$ cat config.mk
export PLATFORM = sky130hd
export DESIGN_NAME = ordered_list_engine_top_flat
export DESIGN_NICKNAME = d
export VERILOG_FILES = /design/src/hw/rtl/olst_pkg.sv /design/src/hw/rtl/olst_in_if.sv /design/src/hw/rtl/olst_out_if.sv /design/src/hw/rtl/olst_cell.sv /design/src/hw/rtl/ordered_list_engine_top.sv /design/src/flat_wrapper.sv
export SDC_FILE = /design/constraint.sdc
export NUM_CORES = 2
export LEC_CHECK = 0
export ABC_AREA = 0
export CAP_MARGIN = 20
export CORE_ASPECT_RATIO = 0.7
export CORE_MARGIN = 2
export CORE_UTILIZATION = 40
export CTS_BUF_LIST = sky130_fd_sc_hd__clkbuf_2
export CTS_CLUSTER_DIAMETER = 150
export DETAILED_ROUTE_END_ITERATION = 8
export DONT_BUFFER_PORTS = 1
export PLACE_DENSITY = 0.66
export SLEW_MARGIN = 10
export SYNTH_ARGS = -nofsm -noshare
export SYNTH_HDL_FRONTEND = slang
export SYNTH_SLANG_ARGS = --single-unit
$ cat constraint.sdc
create_clock -name clk -period 14.5 [get_ports clk]
set_input_delay 1.45 -clock clk [delete_from_list [all_inputs] [get_ports clk]]
set_output_delay 1.45 -clock clk [all_outputs]
set_load 0.03 [all_outputs]
$ cat src/hw/rtl/olst_pkg.sv
// ----------------------------------------------------------------------------
// olst_pkg
// Shared codes and types for the ordered list engine.
// ----------------------------------------------------------------------------
package olst_pkg;

	localparam int CMD_W    = 3;
	localparam int VALUE_W  = 32;
	localparam int STATUS_W = 2;
	localparam int COUNT_W  = 5;

	localparam logic [CMD_W-1:0] CMD_PREPEND = 3'd0;
	localparam logic [CMD_W-1:0] CMD_APPEND  = 3'd1;
	localparam logic [CMD_W-1:0] CMD_DELETE  = 3'd2;
	localparam logic [CMD_W-1:0] CMD_CLEAR   = 3'd3;
	localparam logic [CMD_W-1:0] CMD_READ    = 3'd4;

	localparam logic [STATUS_W-1:0] ST_OK        = 2'd0;
	localparam logic [STATUS_W-1:0] ST_FULL      = 2'd1;
	localparam logic [STATUS_W-1:0] ST_NOT_FOUND = 2'd2;
	localparam logic [STATUS_W-1:0] ST_EMPTY     = 2'd3;

	typedef logic signed [VALUE_W-1:0] value_t;

	// what every cell does at each clock edge
	typedef enum logic [2:0] {
		OP_HOLD,
		OP_PREPEND,
		OP_APPEND,
		OP_DELETE,
		OP_ROTATE
	} cell_op_t;

	typedef struct packed {
		cell_op_t op;
		value_t   value;
	} cell_ctl_t;

endpackage

$ cat src/hw/rtl/olst_in_if.sv
// ----------------------------------------------------------------------------
// olst_in_if
// Command channel of the ordered list engine: valid, ready and one command word.
// ----------------------------------------------------------------------------
interface olst_in_if;
	logic                          valid;
	logic                          ready;
	logic [olst_pkg::CMD_W-1:0]    command;
	logic signed [olst_pkg::VALUE_W-1:0] value;

	modport source (output valid, output command, output value, input ready);
	modport sink (input valid, input command, input value, output ready);
endinterface

$ cat src/hw/rtl/olst_out_if.sv
// ----------------------------------------------------------------------------
// olst_out_if
// Result channel of the ordered list engine: valid, ready and one result word.
// ----------------------------------------------------------------------------
interface olst_out_if;
	logic                                valid;
	logic                                ready;
	logic signed [olst_pkg::VALUE_W-1:0] entry_value;
	logic                                last;
	logic [olst_pkg::STATUS_W-1:0]       status;
	logic [olst_pkg::COUNT_W-1:0]        entry_count;

	modport source (output valid, output entry_value, output last, output status,
		output entry_count, input ready);
	modport sink (input valid, input entry_value, input last, input status,
		input entry_count, output ready);
endinterface

$ cat src/hw/rtl/olst_cell.sv
// ----------------------------------------------------------------------------
// olst_cell
// One list slot: holds an entry and shifts it to or from its neighbors.
// ----------------------------------------------------------------------------
module olst_cell #(
	parameter int CELL_IDX = 0,
	parameter int CNT_W    = 5
) (
	input  logic                clk,
	input  olst_pkg::cell_ctl_t ctl,
	input  logic [CNT_W-1:0]    count,
	input  olst_pkg::value_t    left_val,
	input  olst_pkg::value_t    right_val,
	input  olst_pkg::value_t    head_val,
	input  logic                match_in,
	output logic                match_out,
	output olst_pkg::value_t    val
);
	import olst_pkg::*;

	value_t val_q;
	logic   occ;
	logic   at_tail;
	logic   hit;

	assign occ       = CNT_W'(CELL_IDX) < count;
	assign at_tail   = CNT_W'(CELL_IDX + 1) == count;
	assign hit       = occ && (val_q == ctl.value);
	// high from the first matching slot onward
	assign match_out = match_in | hit;
	assign val       = val_q;

	always_ff @(posedge clk) begin
		unique case (ctl.op)
			OP_PREPEND: begin
				val_q <= (CELL_IDX == 0) ? ctl.value : left_val;
			end
			OP_APPEND: begin
				if (CNT_W'(CELL_IDX) == count) begin
					val_q <= ctl.value;
				end
			end
			OP_DELETE: begin
				if (match_out && occ) begin
					val_q <= right_val;
				end
			end
			OP_ROTATE: begin
				// tail takes the head so the list comes back after count steps
				if (at_tail) begin
					val_q <= head_val;
				end else if (occ) begin
					val_q <= right_val;
				end
			end
			default: begin
				val_q <= val_q;
			end
		endcase
	end

endmodule

$ cat src/hw/rtl/ordered_list_engine_top.sv
// ----------------------------------------------------------------------------
// ordered_list_engine_top
// Bounded ordered list of signed 32-bit values kept in a chain of cells.
// ----------------------------------------------------------------------------
// usage:
//   req carries one command word (prepend, append, delete first match, clear,
//   read out) with a value; rsp returns result words through an output
//   register. a word moves when valid and ready are both high.
//   prepend, append, delete, clear and unused codes finish in the cycle they
//   are taken: the cells update at once and the single status word shows on rsp
//   the next cycle, so these commands go at one per cycle while rsp keeps up.
//   a read out of n entries rotates the cell chain one slot per cycle and sends
//   one word per cycle while rsp keeps up, front first. acceptance sets the
//   busy flag, after which the output register takes each entry from the head
//   cell; req is held off until the last entry is loaded. a read of an empty
//   list gives one empty status word like the other commands.
//   req.ready is low while rsp holds a word that is not taken, so a stalled
//   receiver freezes the block with no word lost.
//   reset empties the list and drops any pending word; entry contents are not
//   cleared and are never shown before they are written.
// ----------------------------------------------------------------------------
module ordered_list_engine_top #(
	parameter int MAX_ENTRIES = 16
) (
	input  logic       clk,
	input  logic       arst_n,
	olst_in_if.sink    req,
	olst_out_if.source rsp
);
	import olst_pkg::*;

	localparam int CW = $clog2(MAX_ENTRIES + 1);

	logic [CW-1:0] cnt_q;
	logic [CW-1:0] rd_idx_q;
	logic          busy_q;

	logic                  out_valid_q;
	value_t                out_value_q;
	logic                  out_last_q;
	logic [STATUS_W-1:0]   out_status_q;
	logic [COUNT_W-1:0]    out_count_q;

	cell_ctl_t           ctl;
	value_t              vals [MAX_ENTRIES];
	logic [MAX_ENTRIES:0] match;

	logic                out_free;
	logic                accept;
	logic                full;
	logic                found;
	logic                rd_last;
	logic [CW-1:0]       cnt_next;
	logic [STATUS_W-1:0] status_next;
	logic [CW+4:0]       cnt_ext;

	assign out_free  = !out_valid_q || rsp.ready;
	assign req.ready = !busy_q && out_free;
	assign accept    = req.valid && req.ready;
	assign full      = cnt_q == CW'(MAX_ENTRIES);
	assign found     = match[MAX_ENTRIES];
	assign rd_last   = rd_idx_q == (cnt_q - CW'(1));

	// status and new count for single-word commands
	always_comb begin
		cnt_next    = cnt_q;
		status_next = ST_OK;
		unique case (req.command) inside
			CMD_PREPEND, CMD_APPEND: begin
				if (full) begin
					status_next = ST_FULL;
				end else begin
					cnt_next = cnt_q + CW'(1);
				end
			end
			CMD_DELETE: begin
				if (found) begin
					cnt_next = cnt_q - CW'(1);
				end else begin
					status_next = ST_NOT_FOUND;
				end
			end
			CMD_CLEAR: begin
				cnt_next = '0;
			end
			CMD_READ: begin
				status_next = ST_EMPTY;
			end
			default: begin
				status_next = ST_OK;
			end
		endcase
	end

	always_comb begin
		ctl.value = req.value;
		ctl.op    = OP_HOLD;
		if (busy_q) begin
			if (out_free) begin
				ctl.op = OP_ROTATE;
			end
		end else if (accept) begin
			unique case (req.command)
				CMD_PREPEND: ctl.op = full ? OP_HOLD : OP_PREPEND;
				CMD_APPEND:  ctl.op = full ? OP_HOLD : OP_APPEND;
				CMD_DELETE:  ctl.op = OP_DELETE;
				default:     ctl.op = OP_HOLD;
			endcase
		end
	end

	assign match[0] = 1'b0;

	for (genvar i = 0; i < MAX_ENTRIES; i++) begin : g_cell
		olst_cell #(
			.CELL_IDX (i),
			.CNT_W    (CW)
		) u_cell (
			.clk       (clk),
			.ctl       (ctl),
			.count     (cnt_q),
			.left_val  ((i == 0) ? req.value : vals[(i == 0) ? 0 : i - 1]),
			.right_val (vals[(i == MAX_ENTRIES - 1) ? i : i + 1]),
			.head_val  (vals[0]),
			.match_in  (match[i]),
			.match_out (match[i+1]),
			.val       (vals[i])
		);
	end

	always_ff @(posedge clk or negedge arst_n) begin
		if (!arst_n) begin
			cnt_q       <= '0;
			rd_idx_q    <= '0;
			busy_q      <= 1'b0;
			out_valid_q <= 1'b0;
		end else begin
			if (busy_q) begin
				if (out_free) begin
					out_valid_q <= 1'b1;
					rd_idx_q    <= rd_idx_q + CW'(1);
					if (rd_last) begin
						busy_q <= 1'b0;
					end
				end
			end else if (accept) begin
				if (req.command == CMD_READ && cnt_q != '0) begin
					busy_q      <= 1'b1;
					rd_idx_q    <= '0;
					out_valid_q <= 1'b0;
				end else begin
					cnt_q       <= cnt_next;
					out_valid_q <= 1'b1;
				end
			end else if (rsp.ready) begin
				out_valid_q <= 1'b0;
			end
		end
	end

	assign cnt_ext = {5'b0, (busy_q ? cnt_q : cnt_next)};

	always_ff @(posedge clk) begin
		if (busy_q && out_free) begin
			out_value_q  <= vals[0];
			out_last_q   <= rd_last;
			out_status_q <= ST_OK;
			out_count_q  <= cnt_ext[COUNT_W-1:0];
		end else if (accept) begin
			out_value_q  <= '0;
			out_last_q   <= 1'b1;
			out_status_q <= status_next;
			out_count_q  <= cnt_ext[COUNT_W-1:0];
		end
	end

	assign rsp.valid       = out_valid_q;
	assign rsp.entry_value = out_value_q;
	assign rsp.last        = out_last_q;
	assign rsp.status      = out_status_q;
	assign rsp.entry_count = out_count_q;

`ifndef SYNTHESIS
	a_cnt_bound: assert property (@(posedge clk) disable iff (!arst_n)
		cnt_q <= CW'(MAX_ENTRIES))
		else $error("entry count above capacity");

	a_busy_blocks: assert property (@(posedge clk) disable iff (!arst_n)
		busy_q |-> !req.ready)
		else $error("command taken during read out");

	a_busy_from_read: assert property (@(posedge clk) disable iff (!arst_n)
		$rose(busy_q) |-> $past(accept && req.command == CMD_READ))
		else $error("read out started without a read command");

	a_cnt_frozen: assert property (@(posedge clk) disable iff (!arst_n)
		busy_q && $past(busy_q) |-> $stable(cnt_q))
		else $error("entry count changed during read out");

	a_read_in_range: assert property (@(posedge clk) disable iff (!arst_n)
		busy_q |-> rd_idx_q < cnt_q)
		else $error("read index past list end");
`endif

endmodule

$ cat src/flat_wrapper.sv
// flat-port wrapper written by rule: the top's interface ports become plain ports
module ordered_list_engine_top_flat import olst_pkg::*;
#(
	parameter int MAX_ENTRIES = 16
)
  (clk, arst_n, req_valid, req_command, req_value, req_ready, rsp_valid, rsp_entry_value, rsp_last, rsp_status, rsp_entry_count, rsp_ready);
  olst_in_if req_i ();
  olst_out_if rsp_i ();
  input  logic clk;
  input  logic arst_n;
  input wire logic [$bits(req_i.valid)-1:0] req_valid;
  input wire logic [$bits(req_i.command)-1:0] req_command;
  input wire logic [$bits(req_i.value)-1:0] req_value;
  output wire logic [$bits(req_i.ready)-1:0] req_ready;
  output wire logic [$bits(rsp_i.valid)-1:0] rsp_valid;
  output wire logic [$bits(rsp_i.entry_value)-1:0] rsp_entry_value;
  output wire logic [$bits(rsp_i.last)-1:0] rsp_last;
  output wire logic [$bits(rsp_i.status)-1:0] rsp_status;
  output wire logic [$bits(rsp_i.entry_count)-1:0] rsp_entry_count;
  input wire logic [$bits(rsp_i.ready)-1:0] rsp_ready;
  assign req_i.valid = req_valid;
  assign req_i.command = req_command;
  assign req_i.value = req_value;
  assign req_ready = req_i.ready;
  assign rsp_valid = rsp_i.valid;
  assign rsp_entry_value = rsp_i.entry_value;
  assign rsp_last = rsp_i.last;
  assign rsp_status = rsp_i.status;
  assign rsp_entry_count = rsp_i.entry_count;
  assign rsp_i.ready = rsp_ready;
  ordered_list_engine_top #(.MAX_ENTRIES(MAX_ENTRIES)) u_core (.clk(clk), .arst_n(arst_n), .req(req_i), .rsp(rsp_i));
endmodule
==> flow_metrics.tcl <==
set metrics [dict create \
    cp.depth 11 \
    syn_to_final_growth_pct 5.86 \
    cellPowerDensity_nw_per_um2 210 \
    critical_path.slowest_cell "dfrtp_1" \
    grt_max_degree 110 \
    yosysSeqAreaShare 0.472 \
    p_total_mw 7.92 \
    maxSlewViolCount 0 \
    multi_input_area_um2 17500 \
    synth_top_area_share 0.463 \
    finalWeightedCongestion 0.982 \
    outcome "complete, no violations" \
    htreeDepth 4 \
    synth-seq-cells 564 \
    fmax_ghz 0.161 \
    track_usage 0.328 \
    hpwl_um 117000 \
    grt_pass1_wl_um 217000 \
    clk_transition_reported_paths_ns 0.11 \
    insertion_delay_ns 1.44 \
    synth_fp_nets 3865 \
    dieArea_um2 91700 \
    cts-root-buf "clkbuf_2" \
    synth-async-reset-ratio 0.0213 \
    avgSynthCellArea_um2 9.35 \
    detail-route-antenna-nets 0 \
    syn_area_um2 35700 \
    initial_core_util 0.405 \
    post_cts_buffers 0 \
    finalClockSkew_ns 0.121 \
    total_leakage_power_nw 11.6 \
    max_slew_margin 0.190 \
    drt-vias-per-instance 6.78 \
    r2r_cells 11 \
    dr.first_iter.drc_count 6934 \
    min_delay_path_depth 1 \
    peakVddDrop_v 0.000100 \
    final_net_count 3732 \
    route.detailed.drc 0 \
    fp.dieH_um 254 \
    period_share 0.428 \
    ys_top_cells_by_count "683 x nor2_1, 550 x edfxtp_1, 451 x xnor2_1, 424 x a31oi_1, 268 x clkbuf_1" \
    synth_most_common_cell "nor2_1" \
    cts_sinks 564 \
    crit_required_ns 15.57 \
    ys.flop_type "edfxtp_1" \
    hold_violations 0 \
    period_minus_slack_ns 6.21 \
    clk_path_buf_depth 3 \
    die_w_um 361 \
    overflow 0 \
    critPathArrivalTime_ns 7.28 \
    cts_tree "yes" \
    critical_path.max_stage_delay_ns 0.89 \
    grt_pass1_vias 29700 \
    avgRoutedWirePerCell_um 31.2 \
    synth_area_leader_cell "edfxtp_1" \
    fin_tns_setup_ns 0 \
    cp-start-kind "flop" \
    fill_cells 8682 \
    setup_viol 0 \
    cpMostUsedCell "buf_4" \
    antenna_found_initial 2 \
    fp-row-count 91 \
    drt_wl_total_um 155000 \
    worst-setup-path-type "reg2reg" \
    coreArea_um2 88200 \
    cp_cell_sequence "inv_1, ha_1, nand2b_1, nor3_1, nor2_1, a21boi_0, o21ai_4, buf_4, buf_4, buf_4, a31oi_1" \
    io_pins 81 \
    ys_top_cells_by_area "edfxtp_1 46%, xnor2_1 11%, a31oi_1 7.4%, nor2_1 7.2%, a22oi_1 4.0%" \
    numPortBuffers 0 \
    hold_class "in2reg" \
    synth_edf_count 550 \
    dp.cells 4692 \
    drive_gt1_frac 0.0962 \
    fin_cells 4949 \
    tightest_slew_ns 1.21 \
    cp_num_buf_inv 4 \
    cp_top_family "buffers and inverters" \
    rsz0062_at_grt "no" \
    cts-buffers-inserted 148 \
    ys_types 70 \
    vias 33500 \
    cap_violations 0 \
    drtPass1Iterations 6 \
    ys_warn_count 0 \
    synth_cells 3820 \
    worstPathMaxFanout 82 \
    endpoint_kind "flop" \
    area.sequential_um2 16900 \
]
## cell usage in the layout, fill, tap and decap left out, types with 98 or more instances in the layout
cell type	count
nand4_1	180
nor2_1	679
clkbuf_2	216
a31oi_1	424
o22ai_1	228
nand3_1	98
xnor2_1	451
nand2_1	253
edfxtp_1	550
a22oi_1	192
## final cells by class
cell class,instances,area share
Multi-Input combinational cell,2863,0.463
Sequential cell,564,0.446
Tap cell,1162,0.0385
Clock buffer,216,0.0286
Timing Repair Buffer,67,0.0146
Clock inverter,32,0.00473
Inverter,43,0.00427
Antenna cell,2,0.000132
## repair_timing
item,in CTS,in global routing
hold endpoints to repair,15,0
hold buffers,4,0
gates resized for setup,0,0
## where the power goes
| part | total, mW | leakage, nW | internal, mW | switching (mW) |
|---|---|---|---|---|
| Combinational | 3.34 | 5.32 | 1.06 | 2.28 |
| Clock | 1.17 | 0.992 | 0.428 | 0.745 |
| Sequential | 3.41 | 5.31 | 2.70 | 0.707 |
| Total | 7.92 | 11.6 | 4.19 | 3.73 |
## per-layer routing
layer	global-route usage	part of all wire	up-vias
met4	0.152	0.042	0
met5	0	0	-
met1	0.493	0.42	15800
met3	0.121	0.18	300
met2	0.401	0.36	3280
li1	-	-	14200
## flip-flops by register name, summed over array words and instances (netlist names)
| register | cells |
|---|---|
| u_core.g_cell.u_cell.val | 512 |
| u_core.rsp.entry_value | 32 |
| u_core.cnt_q | 5 |
| u_core.rd_idx_q | 5 |
| u_core.rsp.entry_count | 5 |
| u_core.rsp.status | 2 |
| u_core.busy_q | 1 |
| u_core.rsp.last | 1 |
| u_core.rsp.valid | 1 |
## worst paths after layout
kind | endpoint | slack, ns | from
worst max register to register | u_core.g_cell[4].u_cell.val[10] | 8.29 | u_core.cnt_q[1]
worst max-delay path | u_core.g_cell[4].u_cell.val[10] | 8.29 | u_core.cnt_q[1]
worst min-delay path | u_core.g_cell[0].u_cell.val[13] | 0.23 | req_value[13]
min in group asynchronous | u_core.cnt_q[2] | 0.51 | arst_n
max in group asynchronous | u_core.rsp.valid | 13.55 | arst_n
worst min register to register | u_core.rd_idx_q[3] | 0.57 | u_core.rd_idx_q[3]
## per-stage QoR
stage | area (µm²) | hold WS [ns] | util | worst slack, ns
finish | 37800 | 0.230 | 0.428 | 8.29
global route | 37800 | 0.179 | 0.428 | 8.00
CTS | 37800 | 0.0490 | 0.428 | 8.51
detailed placement | 36500 | 0.549 | 0.413 | 7.98
global placement | 36400 | 0.526 | 0.413 | 8.12
floorplan | 35700 | 0.496 | - | 5.69
## cell families (layout without fill, tap and decap cells)
group | Yosys count | in the layout | synth area share
AOI/OAI and AO/OA | 948 | 948 | 0.175
xor gates and xnor gates | 515 | 515 | 0.127
adders and majority gates | 6 | 6 | 0.00210
buffers and inverters | 393 | 358 | 0.0441
DFF | 564 | 564 | 0.472
muxes | 31 | 31 | 0.00971
other | 0 | 2 | 0
and+or+nand+nor | 1363 | 1363 | 0.171
Power figures use the tool's default switching activity.
